[src/rtl/core/angle_frame_crc_filter_unwrap_defines.svh]
// assertion helpers for the angle frame block
`ifndef ANGLE_FRAME_CRC_FILTER_UNWRAP_DEFINES_SVH
`define ANGLE_FRAME_CRC_FILTER_UNWRAP_DEFINES_SVH

`ifndef NO_ASSERTIONS
`define AFCU_ASSERT_ALWAYS(lbl, expr, msg) \
    lbl: assert property (@(posedge aclk) disable iff (!aresetn) (expr)) else $error(msg);
`define AFCU_ASSERT_NEXT(lbl, ante, cons, msg) \
    lbl: assert property (@(posedge aclk) disable iff (!aresetn) (ante) |=> (cons)) \
    else $error(msg);
`else
`define AFCU_ASSERT_ALWAYS(lbl, expr, msg)
`define AFCU_ASSERT_NEXT(lbl, ante, cons, msg)
`endif

`endif

[src/rtl/core/afcu_pkg.sv]
`timescale 1ns / 1ps
`default_nettype none
package afcu_pkg;

    localparam int CRC_W   = 6;
    localparam int FRAME_W = 24;
    localparam int PHASE_W = 24;
    localparam int Q_DEPTH = 2;
    localparam int Q_CNT_W = 2;
    localparam int STEP_W  = 5;
    localparam int CV_W    = 34;
    localparam int CZ_W    = 27;
    localparam int ACC_W   = 36;

    localparam logic [1:0] CFG_ALPHA  = 2'd0;
    localparam logic [1:0] CFG_THRESH = 2'd1;

    localparam logic signed [CV_W-1:0] ONE_Q30      = 34'sd652032874;
    localparam logic signed [CZ_W-1:0] QUARTER_TURN = 27'sd4194304;
    localparam logic signed [CZ_W-1:0] HALF_TURN    = 27'sd8388608;

    localparam logic [5:0] CRC6_LUT [64] = '{
        6'h00, 6'h03, 6'h06, 6'h05, 6'h0C, 6'h0F, 6'h0A, 6'h09,
        6'h18, 6'h1B, 6'h1E, 6'h1D, 6'h14, 6'h17, 6'h12, 6'h11,
        6'h30, 6'h33, 6'h36, 6'h35, 6'h3C, 6'h3F, 6'h3A, 6'h39,
        6'h28, 6'h2B, 6'h2E, 6'h2D, 6'h24, 6'h27, 6'h22, 6'h21,
        6'h23, 6'h20, 6'h25, 6'h26, 6'h2F, 6'h2C, 6'h29, 6'h2A,
        6'h3B, 6'h38, 6'h3D, 6'h3E, 6'h37, 6'h34, 6'h31, 6'h32,
        6'h13, 6'h10, 6'h15, 6'h16, 6'h1F, 6'h1C, 6'h19, 6'h1A,
        6'h0B, 6'h08, 6'h0D, 6'h0E, 6'h07, 6'h04, 6'h01, 6'h02
    };

    // atan(2^-i) in 2^-24 turn
    localparam logic [22:0] ATAN_LUT [20] = '{
        23'd2097152, 23'd1238021, 23'd654136, 23'd332050, 23'd166669,
        23'd83416, 23'd41718, 23'd20860, 23'd10430, 23'd5215,
        23'd2608, 23'd1304, 23'd652, 23'd326, 23'd163,
        23'd81, 23'd41, 23'd20, 23'd10, 23'd5
    };

    typedef struct packed {
        logic [PHASE_W-1:0] phase;
        logic [CRC_W-1:0]   rx;
        logic [CRC_W-1:0]   calc;
        logic               bad;
        logic               clr;
    } afcu_item_t;

    typedef struct packed {
        logic [Q_CNT_W-1:0] count;
        logic               full;
        logic               empty;
    } afcu_qstat_t;

    typedef enum logic [2:0] {
        B_IDLE,
        B_ROT,
        B_Q15,
        B_BLEND,
        B_VEC_INIT,
        B_VEC,
        B_FINISH
    } afcu_state_t;

    function automatic logic [CRC_W-1:0] crc6_18(input logic [17:0] d);
        logic [5:0] idx;
        idx = d[17:12];
        idx = d[11:6] ^ CRC6_LUT[idx];
        idx = d[5:0] ^ CRC6_LUT[idx];
        return CRC6_LUT[idx];
    endfunction

endpackage
`default_nettype wire

[src/rtl/core/afcu_front.sv]
`timescale 1ns / 1ps
`default_nettype none
module afcu_front import afcu_pkg::*; #(
    parameter int ANGLE_BITS = 14
) (
    input  wire logic        s_tvalid,
    output logic             s_tready,
    input  wire logic [31:0] s_tdata,
    input  wire afcu_qstat_t q_stat,
    output logic             push,
    output afcu_item_t       item
);

    logic [FRAME_W-1:0] frame;
    logic [ANGLE_BITS-1:0] raw;

    assign frame    = s_tdata[FRAME_W-1:0];
    assign raw      = frame[FRAME_W-1 -: ANGLE_BITS];
    assign s_tready = !q_stat.full;
    assign push     = s_tvalid && s_tready;

    always_comb begin
        item.phase = PHASE_W'({raw, {(PHASE_W-ANGLE_BITS){1'b0}}});
        item.rx    = frame[CRC_W-1:0];
        item.calc  = crc6_18(frame[23:6]);
        item.bad   = (item.rx != item.calc);
        item.clr   = s_tdata[24];
    end

endmodule
`default_nettype wire

[src/rtl/core/afcu_fifo.sv]
`timescale 1ns / 1ps
`default_nettype none
module afcu_fifo import afcu_pkg::*; (
    input  wire logic       aclk,
    input  wire logic       aresetn,
    input  wire logic       push,
    input  wire afcu_item_t wr_item,
    input  wire logic       pop,
    output afcu_item_t      rd_item,
    output afcu_qstat_t     q_stat
);

    afcu_item_t mem [Q_DEPTH];
    logic wr_ptr_reg, rd_ptr_reg;
    logic [Q_CNT_W-1:0] count_reg;

    always_ff @(posedge aclk) begin
        if (push) begin
            mem[wr_ptr_reg] <= wr_item;
        end
    end

    always_ff @(posedge aclk) begin
        if (!aresetn) begin
            wr_ptr_reg <= 1'b0;
            rd_ptr_reg <= 1'b0;
            count_reg  <= '0;
        end else begin
            if (push) wr_ptr_reg <= !wr_ptr_reg;
            if (pop) rd_ptr_reg <= !rd_ptr_reg;
            if (push && !pop) count_reg <= count_reg + 1'b1;
            else if (pop && !push) count_reg <= count_reg - 1'b1;
        end
    end

    assign rd_item      = mem[rd_ptr_reg];
    assign q_stat.count = count_reg;
    assign q_stat.full  = (count_reg == Q_CNT_W'(Q_DEPTH));
    assign q_stat.empty = (count_reg == '0);

endmodule
`default_nettype wire

[src/rtl/core/afcu_back.sv]
`timescale 1ns / 1ps
`default_nettype none
module afcu_back import afcu_pkg::*; #(
    parameter int CORDIC_STEPS = 16,
    parameter int TURN_BITS    = 24
) (
    input  wire logic        aclk,
    input  wire logic        aresetn,
    input  wire logic [15:0] alpha,
    input  wire logic [15:0] thresh,
    input  wire afcu_qstat_t q_stat,
    input  wire afcu_item_t  rd_item,
    output logic             pop,
    output logic             m_tvalid,
    input  wire logic        m_tready,
    output logic [55:0]      m_tdata
);

    localparam logic [STEP_W-1:0] LAST_STEP = STEP_W'(CORDIC_STEPS - 1);
    localparam logic signed [TURN_BITS-1:0] TMAX = {1'b0, {(TURN_BITS-1){1'b1}}};
    localparam logic signed [TURN_BITS-1:0] TMIN = {1'b1, {(TURN_BITS-1){1'b0}}};

    afcu_state_t state_reg, state_next;
    logic [STEP_W-1:0] step_reg, step_next;
    logic signed [CV_W-1:0] x_reg, x_next, y_reg, y_next;
    logic signed [CZ_W-1:0] z_reg, z_next;
    afcu_item_t item_reg, item_next;
    logic signed [15:0] nvx_reg, nvx_next, nvy_reg, nvy_next;
    logic signed [15:0] fx_reg, fx_next, fy_reg, fy_next;
    logic signed [ACC_W-1:0] acc_reg, acc_next;
    logic [1:0] bidx_reg, bidx_next;
    logic zero_reg, zero_next;
    logic [15:0] prev_reg, prev_next;
    logic signed [TURN_BITS-1:0] turn_reg, turn_next;
    logic eflag_reg, eflag_next;
    logic [CRC_W-1:0] erx_reg, erx_next, ecalc_reg, ecalc_next;
    logic m_valid_reg, m_valid_next;
    logic [55:0] m_data_reg, m_data_next;

    // shared cordic step
    logic signed [CV_W-1:0] sx, sy, cx, cy;
    logic signed [CZ_W-1:0] at, cz;
    logic dir_plus;

    always_comb begin
        sx = x_reg >>> step_reg;
        sy = y_reg >>> step_reg;
        at = signed'({{(CZ_W-23){1'b0}}, ATAN_LUT[step_reg]});
        dir_plus = (state_reg == B_ROT) ? !z_reg[CZ_W-1] : y_reg[CV_W-1];
        if (dir_plus) begin
            cx = x_reg - sy;
            cy = y_reg + sx;
            cz = z_reg - at;
        end else begin
            cx = x_reg + sy;
            cy = y_reg - sx;
            cz = z_reg + at;
        end
    end

    function automatic logic signed [15:0] to_q15(input logic signed [CV_W-1:0] v);
        logic signed [CV_W:0] t;
        t = ($signed({v[CV_W-1], v}) + $signed((CV_W+1)'(16384))) >>> 15;
        if (t > $signed((CV_W+1)'(32767))) return 16'sh7FFF;
        else if (t < -$signed((CV_W+1)'(32768))) return 16'sh8000;
        else return t[15:0];
    endfunction

    // blend multiply, one product per cycle
    logic signed [17:0] mul_a;
    logic signed [15:0] mul_b;
    logic signed [ACC_W-1:0] prod, acc_sum, blend_sh;
    logic signed [15:0] blend_sat;

    always_comb begin
        mul_a = bidx_reg[0] ? signed'(18'(17'h10000 - {1'b0, alpha}))
                            : signed'({2'b00, alpha});
        case (bidx_reg)
            2'd0:    mul_b = nvx_reg;
            2'd1:    mul_b = fx_reg;
            2'd2:    mul_b = nvy_reg;
            default: mul_b = fy_reg;
        endcase
        prod     = ACC_W'(34'(mul_a) * 34'(mul_b));
        acc_sum  = (bidx_reg[0] ? acc_reg : $signed(ACC_W'(32768))) + prod;
        blend_sh = acc_sum >>> 16;
        if (blend_sh > $signed(ACC_W'(32767))) blend_sat = 16'sh7FFF;
        else if (blend_sh < -$signed(ACC_W'(32768))) blend_sat = 16'sh8000;
        else blend_sat = blend_sh[15:0];
    end

    // rotation start angle, vectoring start vector and finish values
    logic signed [CZ_W-1:0] z0;
    logic signed [CV_W-1:0] vx0, vy0;
    logic [PHASE_W-1:0] neg_z;
    logic [PHASE_W:0] rnd;
    logic [15:0] ang;
    logic signed [16:0] dlt, adlt;
    logic wrap;
    logic signed [TURN_BITS-1:0] turn_new;
    logic signed [31:0] turn32;
    logic eflag_o;
    logic [CRC_W-1:0] erx_o, ecalc_o;
    logic out_free;

    always_comb begin
        z0    = CZ_W'(signed'(rd_item.phase));
        vx0   = CV_W'(fx_reg) <<< 14;
        vy0   = CV_W'(fy_reg) <<< 14;
        neg_z = PHASE_W'(0) - z_reg[PHASE_W-1:0];
        rnd   = {1'b0, neg_z} + (PHASE_W+1)'(128);
        ang   = zero_reg ? 16'd0 : rnd[23:8];
        dlt   = signed'({1'b0, ang}) - signed'({1'b0, prev_reg});
        adlt  = dlt[16] ? -dlt : dlt;
        wrap  = adlt > signed'({1'b0, thresh});
        turn_new = turn_reg;
        if (wrap && !dlt[16] && turn_reg != TMIN) turn_new = turn_reg - 1'b1;
        if (wrap && dlt[16] && turn_reg != TMAX) turn_new = turn_reg + 1'b1;
        turn32  = 32'(turn_new);
        eflag_o = item_reg.bad ? 1'b1 : eflag_reg;
        erx_o   = item_reg.bad ? item_reg.rx : erx_reg;
        ecalc_o = item_reg.bad ? item_reg.calc : ecalc_reg;
        out_free = !m_valid_reg || m_tready;
    end

    always_comb begin
        state_next = state_reg;
        step_next  = step_reg;
        x_next = x_reg;
        y_next = y_reg;
        z_next = z_reg;
        item_next = item_reg;
        nvx_next = nvx_reg;
        nvy_next = nvy_reg;
        fx_next = fx_reg;
        fy_next = fy_reg;
        acc_next = acc_reg;
        bidx_next = bidx_reg;
        zero_next = zero_reg;
        prev_next = prev_reg;
        turn_next = turn_reg;
        eflag_next = eflag_reg;
        erx_next = erx_reg;
        ecalc_next = ecalc_reg;
        m_valid_next = m_valid_reg && !m_tready;
        m_data_next = m_data_reg;
        pop = 1'b0;
        case (state_reg)
            B_IDLE: begin
                if (!q_stat.empty) begin
                    pop = 1'b1;
                    item_next = rd_item;
                    step_next = '0;
                    if (rd_item.bad) begin
                        state_next = B_VEC_INIT;
                    end else begin
                        state_next = B_ROT;
                        if (z0 > QUARTER_TURN) begin
                            x_next = '0;
                            y_next = ONE_Q30;
                            z_next = z0 - QUARTER_TURN;
                        end else if (z0 < -QUARTER_TURN) begin
                            x_next = '0;
                            y_next = -ONE_Q30;
                            z_next = z0 + QUARTER_TURN;
                        end else begin
                            x_next = ONE_Q30;
                            y_next = '0;
                            z_next = z0;
                        end
                    end
                end
            end
            B_ROT, B_VEC: begin
                x_next = cx;
                y_next = cy;
                z_next = cz;
                step_next = step_reg + 1'b1;
                if (step_reg == LAST_STEP) begin
                    state_next = (state_reg == B_ROT) ? B_Q15 : B_FINISH;
                end
            end
            B_Q15: begin
                nvx_next = to_q15(x_reg);
                nvy_next = to_q15(y_reg);
                bidx_next = 2'd0;
                state_next = B_BLEND;
            end
            B_BLEND: begin
                acc_next = acc_sum;
                bidx_next = bidx_reg + 1'b1;
                if (bidx_reg == 2'd1) fx_next = blend_sat;
                if (bidx_reg == 2'd3) begin
                    fy_next = blend_sat;
                    state_next = B_VEC_INIT;
                end
            end
            B_VEC_INIT: begin
                zero_next = (fx_reg == '0) && (fy_reg == '0);
                step_next = '0;
                if (fx_reg[15]) begin
                    x_next = -vx0;
                    y_next = -vy0;
                    z_next = HALF_TURN;
                end else begin
                    x_next = vx0;
                    y_next = vy0;
                    z_next = '0;
                end
                state_next = B_VEC;
            end
            B_FINISH: begin
                if (out_free) begin
                    prev_next = ang;
                    turn_next = turn_new;
                    eflag_next = item_reg.clr ? 1'b0 : eflag_o;
                    erx_next = item_reg.clr ? '0 : erx_o;
                    ecalc_next = item_reg.clr ? '0 : ecalc_o;
                    m_valid_next = 1'b1;
                    m_data_next = {2'b00, ecalc_o, erx_o, eflag_o, item_reg.bad,
                                   turn32[23:0], ang};
                    state_next = B_IDLE;
                end
            end
            default: state_next = B_IDLE;
        endcase
    end

    always_ff @(posedge aclk) begin
        if (!aresetn) begin
            state_reg   <= B_IDLE;
            fx_reg      <= '0;
            fy_reg      <= '0;
            prev_reg    <= '0;
            turn_reg    <= '0;
            eflag_reg   <= 1'b0;
            erx_reg     <= '0;
            ecalc_reg   <= '0;
            m_valid_reg <= 1'b0;
        end else begin
            state_reg   <= state_next;
            fx_reg      <= fx_next;
            fy_reg      <= fy_next;
            prev_reg    <= prev_next;
            turn_reg    <= turn_next;
            eflag_reg   <= eflag_next;
            erx_reg     <= erx_next;
            ecalc_reg   <= ecalc_next;
            m_valid_reg <= m_valid_next;
        end
    end

    always_ff @(posedge aclk) begin
        step_reg   <= step_next;
        x_reg      <= x_next;
        y_reg      <= y_next;
        z_reg      <= z_next;
        item_reg   <= item_next;
        nvx_reg    <= nvx_next;
        nvy_reg    <= nvy_next;
        acc_reg    <= acc_next;
        bidx_reg   <= bidx_next;
        zero_reg   <= zero_next;
        m_data_reg <= m_data_next;
    end

    assign m_tvalid = m_valid_reg;
    assign m_tdata  = m_data_reg;

endmodule
`default_nettype wire

[src/rtl/core/angle_frame_crc_filter_unwrap.sv]
// angle frame decoder: crc6 check, vector low-pass filter, atan2 and turn count
// input stream s_*: one sensor frame per transaction, the front checks the crc
// and queues the frame in a two-entry queue, so up to two frames are taken
// while the back is busy.
// config channel cfg_*: index 0 writes alpha, 1 the unwrap threshold; always
// ready, write only while the block is idle.
// output stream m_*: one result per frame, held in an output register until
// taken; a stalled receiver blocks the back, then the queue fills and
// s_tready drops.
// processing: a good frame runs rotation, q15 conversion, blend and then
// vectoring on the one shared iterative cordic unit, a bad frame only
// vectoring of the held filter vector; the back finishes one frame before
// it pops the next, while the queue takes further frames.
// reset (aresetn low, synchronous): filter vector, previous angle, turn count
// and error record are zero, config registers take their default values.
`timescale 1ns / 1ps
`default_nettype none
`include "angle_frame_crc_filter_unwrap_defines.svh"
module angle_frame_crc_filter_unwrap import afcu_pkg::*; #(
    parameter int ANGLE_BITS   = 14,
    parameter int CORDIC_STEPS = 16,
    parameter int TURN_BITS    = 24
) (
    input  wire logic        aclk,
    input  wire logic        aresetn,
    input  wire logic        s_tvalid,
    output logic             s_tready,
    input  wire logic [31:0] s_tdata,   // frame[23:0], clear_error[24], zero
    output logic             m_tvalid,
    input  wire logic        m_tready,
    output logic [55:0]      m_tdata,   // angle[15:0], turns[39:16], crc_bad[40],
                                        // error_latched[41], error_received_crc[47:42],
                                        // error_calculated_crc[53:48], zero
    input  wire logic        cfg_valid,
    output logic             cfg_ready,
    input  wire logic [1:0]  cfg_index,
    input  wire logic [15:0] cfg_data
);

    logic [15:0] alpha_reg, thresh_reg;
    afcu_qstat_t q_stat;
    afcu_item_t wr_item, rd_item;
    logic push, pop;

    assign cfg_ready = 1'b1;

    always_ff @(posedge aclk) begin
        if (!aresetn) begin
            alpha_reg  <= 16'd26214;
            thresh_reg <= 16'd52429;
        end else if (cfg_valid && cfg_ready) begin
            case (cfg_index)
                CFG_ALPHA:  alpha_reg  <= cfg_data;
                CFG_THRESH: thresh_reg <= cfg_data;
                default: ;
            endcase
        end
    end

    afcu_front #(.ANGLE_BITS(ANGLE_BITS)) u_front (
        .s_tvalid (s_tvalid),
        .s_tready (s_tready),
        .s_tdata  (s_tdata),
        .q_stat   (q_stat),
        .push     (push),
        .item     (wr_item)
    );

    afcu_fifo u_fifo (
        .aclk    (aclk),
        .aresetn (aresetn),
        .push    (push),
        .wr_item (wr_item),
        .pop     (pop),
        .rd_item (rd_item),
        .q_stat  (q_stat)
    );

    afcu_back #(.CORDIC_STEPS(CORDIC_STEPS), .TURN_BITS(TURN_BITS)) u_back (
        .aclk     (aclk),
        .aresetn  (aresetn),
        .alpha    (alpha_reg),
        .thresh   (thresh_reg),
        .q_stat   (q_stat),
        .rd_item  (rd_item),
        .pop      (pop),
        .m_tvalid (m_tvalid),
        .m_tready (m_tready),
        .m_tdata  (m_tdata)
    );

    `AFCU_ASSERT_ALWAYS(a_q_bound, q_stat.count <= Q_CNT_W'(Q_DEPTH), "queue count overflow")
    `AFCU_ASSERT_NEXT(a_q_push, s_tvalid && s_tready, q_stat.count != '0, "accepted frame lost")
    `AFCU_ASSERT_ALWAYS(a_err_sticky, !m_tvalid || !m_tdata[40] || m_tdata[41], "bad crc not latched")

endmodule
`default_nettype wire
[config.mk]
export PLATFORM = sky130hd
export DESIGN_NAME = angle_frame_crc_filter_unwrap
export DESIGN_NICKNAME = d
export VERILOG_FILES = /design/src/rtl/core/afcu_pkg.sv /design/src/rtl/core/afcu_front.sv /design/src/rtl/core/afcu_fifo.sv /design/src/rtl/core/afcu_back.sv /design/src/rtl/core/angle_frame_crc_filter_unwrap.sv
export VERILOG_INCLUDE_DIRS = /design/src /design/src/rtl/core
export SDC_FILE = /design/constraint.sdc
export NUM_CORES = 2
export LEC_CHECK = 0
export ABC_AREA = 1
export BUFFER_PORTS_ARGS = -buffer_cell sky130_fd_sc_hd__buf_4
export CAP_MARGIN = 20
export CORE_MARGIN = 2
export CORE_UTILIZATION = 70
export DETAILED_ROUTE_END_ITERATION = 8
export PLACE_DENSITY_LB_ADDON = 0.2
export SLEW_MARGIN = 20
export SYNTH_ARGS = -nofsm -noshare
export SYNTH_HDL_FRONTEND = slang
export SYNTH_SLANG_ARGS = --single-unit
[constraint.sdc]
create_clock -name aclk -period 18 [get_ports aclk]
set_input_delay 0 -clock aclk [delete_from_list [all_inputs] [get_ports aclk]]
set_output_delay 0 -clock aclk [all_outputs]
set_load 0.03 [all_outputs]
Yosys cells after proc, flatten, opt, wreduce, memory -nomap -nowiden:

Memories as Yosys holds them, arrays and structs flattened. A register that Yosys moved wholly into a read port is not among the register bits.
Cells that the tools add are included.

* add/subtract/negate cells: 24
* multipliers: 1
* divide/modulo/power cells: 0
* $lt $le $gt $ge: 13
* eq/ne operators: 20
* shift operators: 2
* mux-type cells: 67
* bitwise logic cells: 7
* reductions and logical operators: 38

Operators with widths (count)
* $mux 34: 11
* $pmux 34 s3: 2
* $mux 27: 5
* $pmux 27 s3: 1
* $mux 16: 5
* $mux 24: 3
* $add 34x16->35 const B: 2
* $add 34x34->34: 2
* $neg 30->34: 2
* $sshr 34x5->34: 2
* $sub 34x34->34: 2
* $gt 20x16->1 const B: 3
* $lt 20x16->1 const B: 3
* $mux 6: 10
* $ne 24x24->1 const B: 2
* $pmux 16 s3: 1
* $mux 23: 2
* $add 36x34->36: 1
* $mux 36: 1
* $mul 18x16->34: 1
* $logic_not 16->1: 2
* $mux 30: 1
* $add 27x24->27: 1
* $sub 27x24->27: 1
* other kinds (50): 106

* flip-flop bits (word level): 364
* latch bits: 0
* RAM bits: 56
* ROM bits: 1888
* input bits: 55
* output and inout port bits: 59
* logic and storage cells: 205
* memories: 5

Memory list
* (no name shown): words 32, bits a word 23, rd ports 1, clocked after memory_dff 0, write ports 0, line afcu_back.sv:48 `at = signed'({{(CZ_W-23){1'b0}}, ATAN_LUT[step_reg]});`
* (no name shown): words 64, bits a word 6, rd ports 1, clocked after memory_dff 0, write ports 0, line afcu_pkg.sv:68 `idx = d[11:6] ^ CRC6_LUT[idx];`
* (no name shown): words 64, bits a word 6, rd ports 1, clocked after memory_dff 0, write ports 0, line afcu_pkg.sv:69 `idx = d[5:0] ^ CRC6_LUT[idx];`
* (no name shown): words 64, bits a word 6, rd ports 1, clocked after memory_dff 0, write ports 0, line afcu_pkg.sv:70 `return CRC6_LUT[idx];`
* u_fifo.mem: words 2, bits a word 28, rd ports 1, clocked after memory_dff 1, write ports 1, line afcu_fifo.sv:13 `afcu_item_t mem [Q_DEPTH];`

Longest topological paths before layout:

* word-level depth: 15
* gate-level depth with buffers: 47

By module:

From an unflattened synthesis, not the netlist that was laid out.

* cells, all modules: 6380
* area total of the unflattened synthesis: 45526.2 um^2

Modules (own cells, without submodules)
* afcu_back: instances 1, cells an instance 5857, area each 40189.8 um^2, seq. area each 8958.6 um^2
* afcu_fifo: instances 1, cells an instance 153, area each 3051.7 um^2, seq. area each 2382.3 um^2
* angle_frame_crc_filter_unwrap: instances 1, cells an instance 176, area each 1295.0 um^2, seq. area each 640.6 um^2
* afcu_front: instances 1, cells an instance 194, area each 989.7 um^2, seq. area each 0.0 um^2

Worst setup path after synthesis:

OpenSTA, ideal clock, no wires.

* kind: reg2reg
* start point: register alpha_reg[0]
* end point: register u_back.fy_reg[4]
* setup time: 109 ps
* data arrival time: 7504 ps
* required time: 17891 ps
* slack: 10386 ps
* stages on the path, launching flop included: 44
* clock period less this slack: 7614 ps
* cells stage by stage: dfxtp_1 > inv_1 > clkbuf_1 > ha_1 > inv_1 > nor2_1 > inv_1 > nor3_1 > inv_1 > nor3_1 > nand2_1 > nor3_1 > inv_1 > nand3_1 > nand2_1 > inv_1 > buf_2 > nor2_1 > [8 not listed] > fa_1 > inv_1 > ha_1 > nand2_1 > nor2_1 > nand2_1 > o21ai_0 > nand3_1 > nand2_1 > xor2_1 > inv_1 > nor2_1 > nand3b_1 > nand2_1 > buf_2 > nand3_1 > nand2_1 > inv_1

* longest elaborated chain between the ends: 7
* elaborated cells on any way between the ends: 8

Ends and longest elaborated chain
* start: declaration: line angle_frame_crc_filter_unwrap.sv:40 `logic [15:0] alpha_reg, thresh_reg;`
* start signal: assignment: line angle_frame_crc_filter_unwrap.sv:53 `CFG_ALPHA: alpha_reg <= cfg_data;`
* $sub 17x16->18: line afcu_back.sv:76 `mul_a = bidx_reg[0] ? signed'(18'(17'h10000 - {1'b0, alpha}))`
* $mux 18 (*): line afcu_back.sv:76
* $mul 18x16->34 (*): line afcu_back.sv:84 `prod = ACC_W'(34'(mul_a) * 34'(mul_b));`
* $add 36x34->36 (*): line afcu_back.sv:85 `acc_sum = (bidx_reg[0] ? acc_reg : $signed(ACC_W'(32768))) + prod;`
* net u_back.acc_sum[32]: line afcu_back.sv:72 `logic signed [ACC_W-1:0] prod, acc_sum, blend_sh;`
* $lt 20x16->1: line afcu_back.sv:88 `else if (blend_sh < -$signed(ACC_W'(32768))) blend_sat = 16'sh8000;`
* $mux 16: line afcu_back.sv:88
* $mux 16 (*): line afcu_back.sv:87 `if (blend_sh > $signed(ACC_W'(32767))) blend_sat = 16'sh7FFF;`
* end signal: assignment: line afcu_back.sv:243 `fy_reg <= fy_next;`
* end: declaration: line afcu_back.sv:29 `logic signed [15:0] fx_reg, fx_next, fy_reg, fy_next;`

Mark *: on every way through the listed nets, which the timed path passes. The rest lies on a longest branch.
A chain may end at the register's enable or synchronous reset.

Worst setup path in the final report:

* start point: register u_back.bidx_reg[0]
* end point: register u_back.fx_reg[12]

* longest elaborated chain between the ends: 7
* elaborated cells on any way between the ends: 13

Ends and longest elaborated chain
* start: declaration: line afcu_back.sv:31 `logic [1:0] bidx_reg, bidx_next;`
* start signal: assignment: line afcu_back.sv:262 `bidx_reg <= bidx_next;`
* $eq 2x2->1, or another cell as far along: line afcu_back.sv:78 `case (bidx_reg)`
* $pmux 16 s3: line afcu_back.sv:78
* $mul 18x16->34: line afcu_back.sv:84
* $add 36x34->36 (*): line afcu_back.sv:85
* net u_back.acc_sum[32]: line afcu_back.sv:72
* $lt 20x16->1: line afcu_back.sv:88
* $mux 16: line afcu_back.sv:88
* $mux 16 (*): line afcu_back.sv:87
* end signal: assignment: line afcu_back.sv:242 `fx_reg <= fx_next;`
* end: declaration: line afcu_back.sv:29

Marks and branches as above.

==> results.cfg <==
[sta]
post-route-min-period_ns = 10.32
skew_ns = 0.05400
hold_viol_final = 0
rsz0062_at_grt = no
finalMaxSlewViolations = 0
setup_viol = 0
slew_headroom_pct = 27.08
clock.fmax_mhz = 96.86
fin_crit_sh_pct = 57.36
tns_ns = 0
tightest_slew_ns = 1.091

[floorplan]
ioPinCount = 114
die_w_um = 254.9
rows = 91
dieArea_um2 = 64950
die_h_um = 254.9
core_area_um2 = 61940
initial_core_util_pct = 71.12

[worst_setup_path]
reg2reg_from = u_back.bidx_reg[0]
crit_fanout = 53
cp_common_cell = nand2_1
endpoint_kind = flip-flop
critPathKind = flip-flop to flip-flop
cp-endpoint = u_back.fx_reg[12]
cp_slowest_cell = o22ai_1
reg2reg_depth = 32
r2r_end = u_back.fx_reg[12]
cp-start-kind = flip-flop
crit_path_start = u_back.bidx_reg[0]
reg2reg_slack_ns = 7.68
cp_slowest_stage_delay_ns = 0.83
worstPathArrival_ns = 10.82
required_ns = 18.50

[logic_synthesis]
synth-warning-count = 0
ys_seq_area_share_pct = 25.84
synth.top_cell.area_share_pct = 20.11
synthArstFlopShare_pct = 0
synth_common_cells = nand2_1, inv_1, nand3_1
synth-edff-count = 295
yosysMostFrequentCell = nand2_1
netlist_top_cells_area = edfxtp_1, nand2_1, fa_1
synth_flop_cell = edfxtp_1
syn_inst = 6061
avgSynthCellArea_um2 = 7.268
syn_area_um2 = 44050
synth_cell_types = 70
yosysTopAreaCell = edfxtp_1
ys_seq_elements = 421

[cts]
clock_path_buffers = 3
clk_latency_ns = 0.64
cts.root.buffer_cell = clkbuf_16
cts_resized = 0
h-tree-depth = 2
cts_setup_buffers = 0
clk_pin_slew_ns = 0.06
cts_tree = built
numCtsBuffers = 48
cts_sinks = 421

[drt]
drc = 0
first_iter_violations = 4787
detail-route-antenna-nets = 0
vias_per_cell = 6.029
routed-via-count = 42150
wirelength_mm = 135.3
wl_per_cell_um = 19.35
first_pass_iters = 7

[placement]
post_dp_cell_area_um2 = 45270
place_hpwl_mm = 99.23
gp_congestion = 1.001
io_buffers = 103

[min_path]
hold_path.class = input pin to flip-flop

[global_routing]
grt.overflow.total = 0
track_usage_pct = 41.73
grt_pass1_vias = 40040
grt_start_max_net_pins = 88
antenna_found_initial = 3
grt_first_pass_wirelength_mm = 212.7

[run]
max-cap-violations = 0

[layout]
fin_area_um2 = 47480
fin_nets = 6693
largest_reg_flops = 56
area_growth_pct = 7.785
drive_above_1_share_pct = 6.976
post-route-util_pct = 76.66

[run_status]
status = finished clean
==> cells by family (layout without fill, tap and decap cells) <==
| kind of cell | Yosys count | count (layout) | share of synthesized area (%) |
|---|---|---|---|
| simple gates | 2759 | 2759 | 27.39 |
| buf+inv | 1194 | 1282 | 10.72 |
| compound gates | 871 | 871 | 10.99 |
| fa+ha+maj | 528 | 528 | 19.19 |
| flops | 421 | 421 | 25.84 |
| xor+xnor | 262 | 262 | 5.277 |
| mux | 24 | 24 | 0.5823 |
| other cells | 2 | 7 | 0.01705 |
==> metrics by stage <==
stage                     setup slack (ns)  hold WS [ns]  std cells
after floorplan                      10.39       0.09887       6062
after global placement               8.167        0.1853       6842
after detailed placement             8.094        0.1939       6842
after CTS                            7.993      0.003413       6987
after global routing                 7.194       0.04640       6990
final                                7.676       0.04446       6991
==> critical path: cells and delay by family (launching register included) <==
family,cells,cell delay (ns)
AOI/OAI and AO/OA,2,1.34
xor gates and xnor gates,1,0.25
adders and majority gates,8,3.93
buffers and inverters,8,1.96
DFF,1,0.32
and+or+nand+nor,13,2.37
==> routing by layer <==
metal,part of all wire [%],GRT usage [%],vias to the layer above
met5,0,0,-
met2,45,66.68,2353
li1,-,-,19790
met4,6.5,23.16,0
met1,38,53.07,19460
met3,10,8.726,538
==> how the worst min path moves through the flow <==
stage	startpoint	endpoint	slack, ns	depth (start not counted)
2_1_floorplan	s_tdata[24]	u_fifo.mem[0][0]	0.1	0
3_3_place_gp	s_tdata[24]	u_fifo.mem[0][0]	0.19	1
3_5_place_dp	s_tdata[24]	u_fifo.mem[0][0]	0.19	1
4_1_cts	cfg_valid	thresh_reg[15]	0.003	5
5_1_grt	cfg_valid	thresh_reg[15]	0.05	5
6_report	cfg_valid	thresh_reg[15]	0.04	5
==> repair_timing <==
| item | 4_1_cts | 5_1_grt |
|---|---|---|
| endpoints found under the setup margin | 0 | 0 |
| endpoints found under the hold margin | 97 | 0 |
| hold buffers | 55 | 0 |
==> cell usage in the layout (no fill, tap or decap), drive strengths merged, types with 4 or more instances in the layout <==
cell type and count:
a211oi 14, a21boi 11, a21o 10, a21oi 377
a31oi 21, buf 151, bufinv 4, clkbuf 60
clkinv 28, clkinvlp 6, dfxtp 126, diode 4
dlygate4sd3 55, edfxtp 295, fa 246, ha 282
inv 978, mux2 13, mux2i 11, nand2 1400
nand3 572, nand3b 19, nand4 69, nor2 549
nor3 99, nor4 22, o211ai 31, o21a 17
o21ai 315, o21bai 11, o221ai 14, o22ai 26
o311ai 8, o31ai 6, or2 20, xnor2 76
xor2 186
==> cell type report <==
class	count	area (µm²)
fillers	4762	14460
flip-flops and latches	421	11380
multi-input cells	4447	28010
clock buffers	60	1319
well taps	837	1047
diodes	4	10.01
clock inverters	30	326.6
repair buffers	206	1684
inverters	986	3707
Power is not shown: default switching activity piles up to over one toggle a cycle in this logic, so the estimate is an artifact.
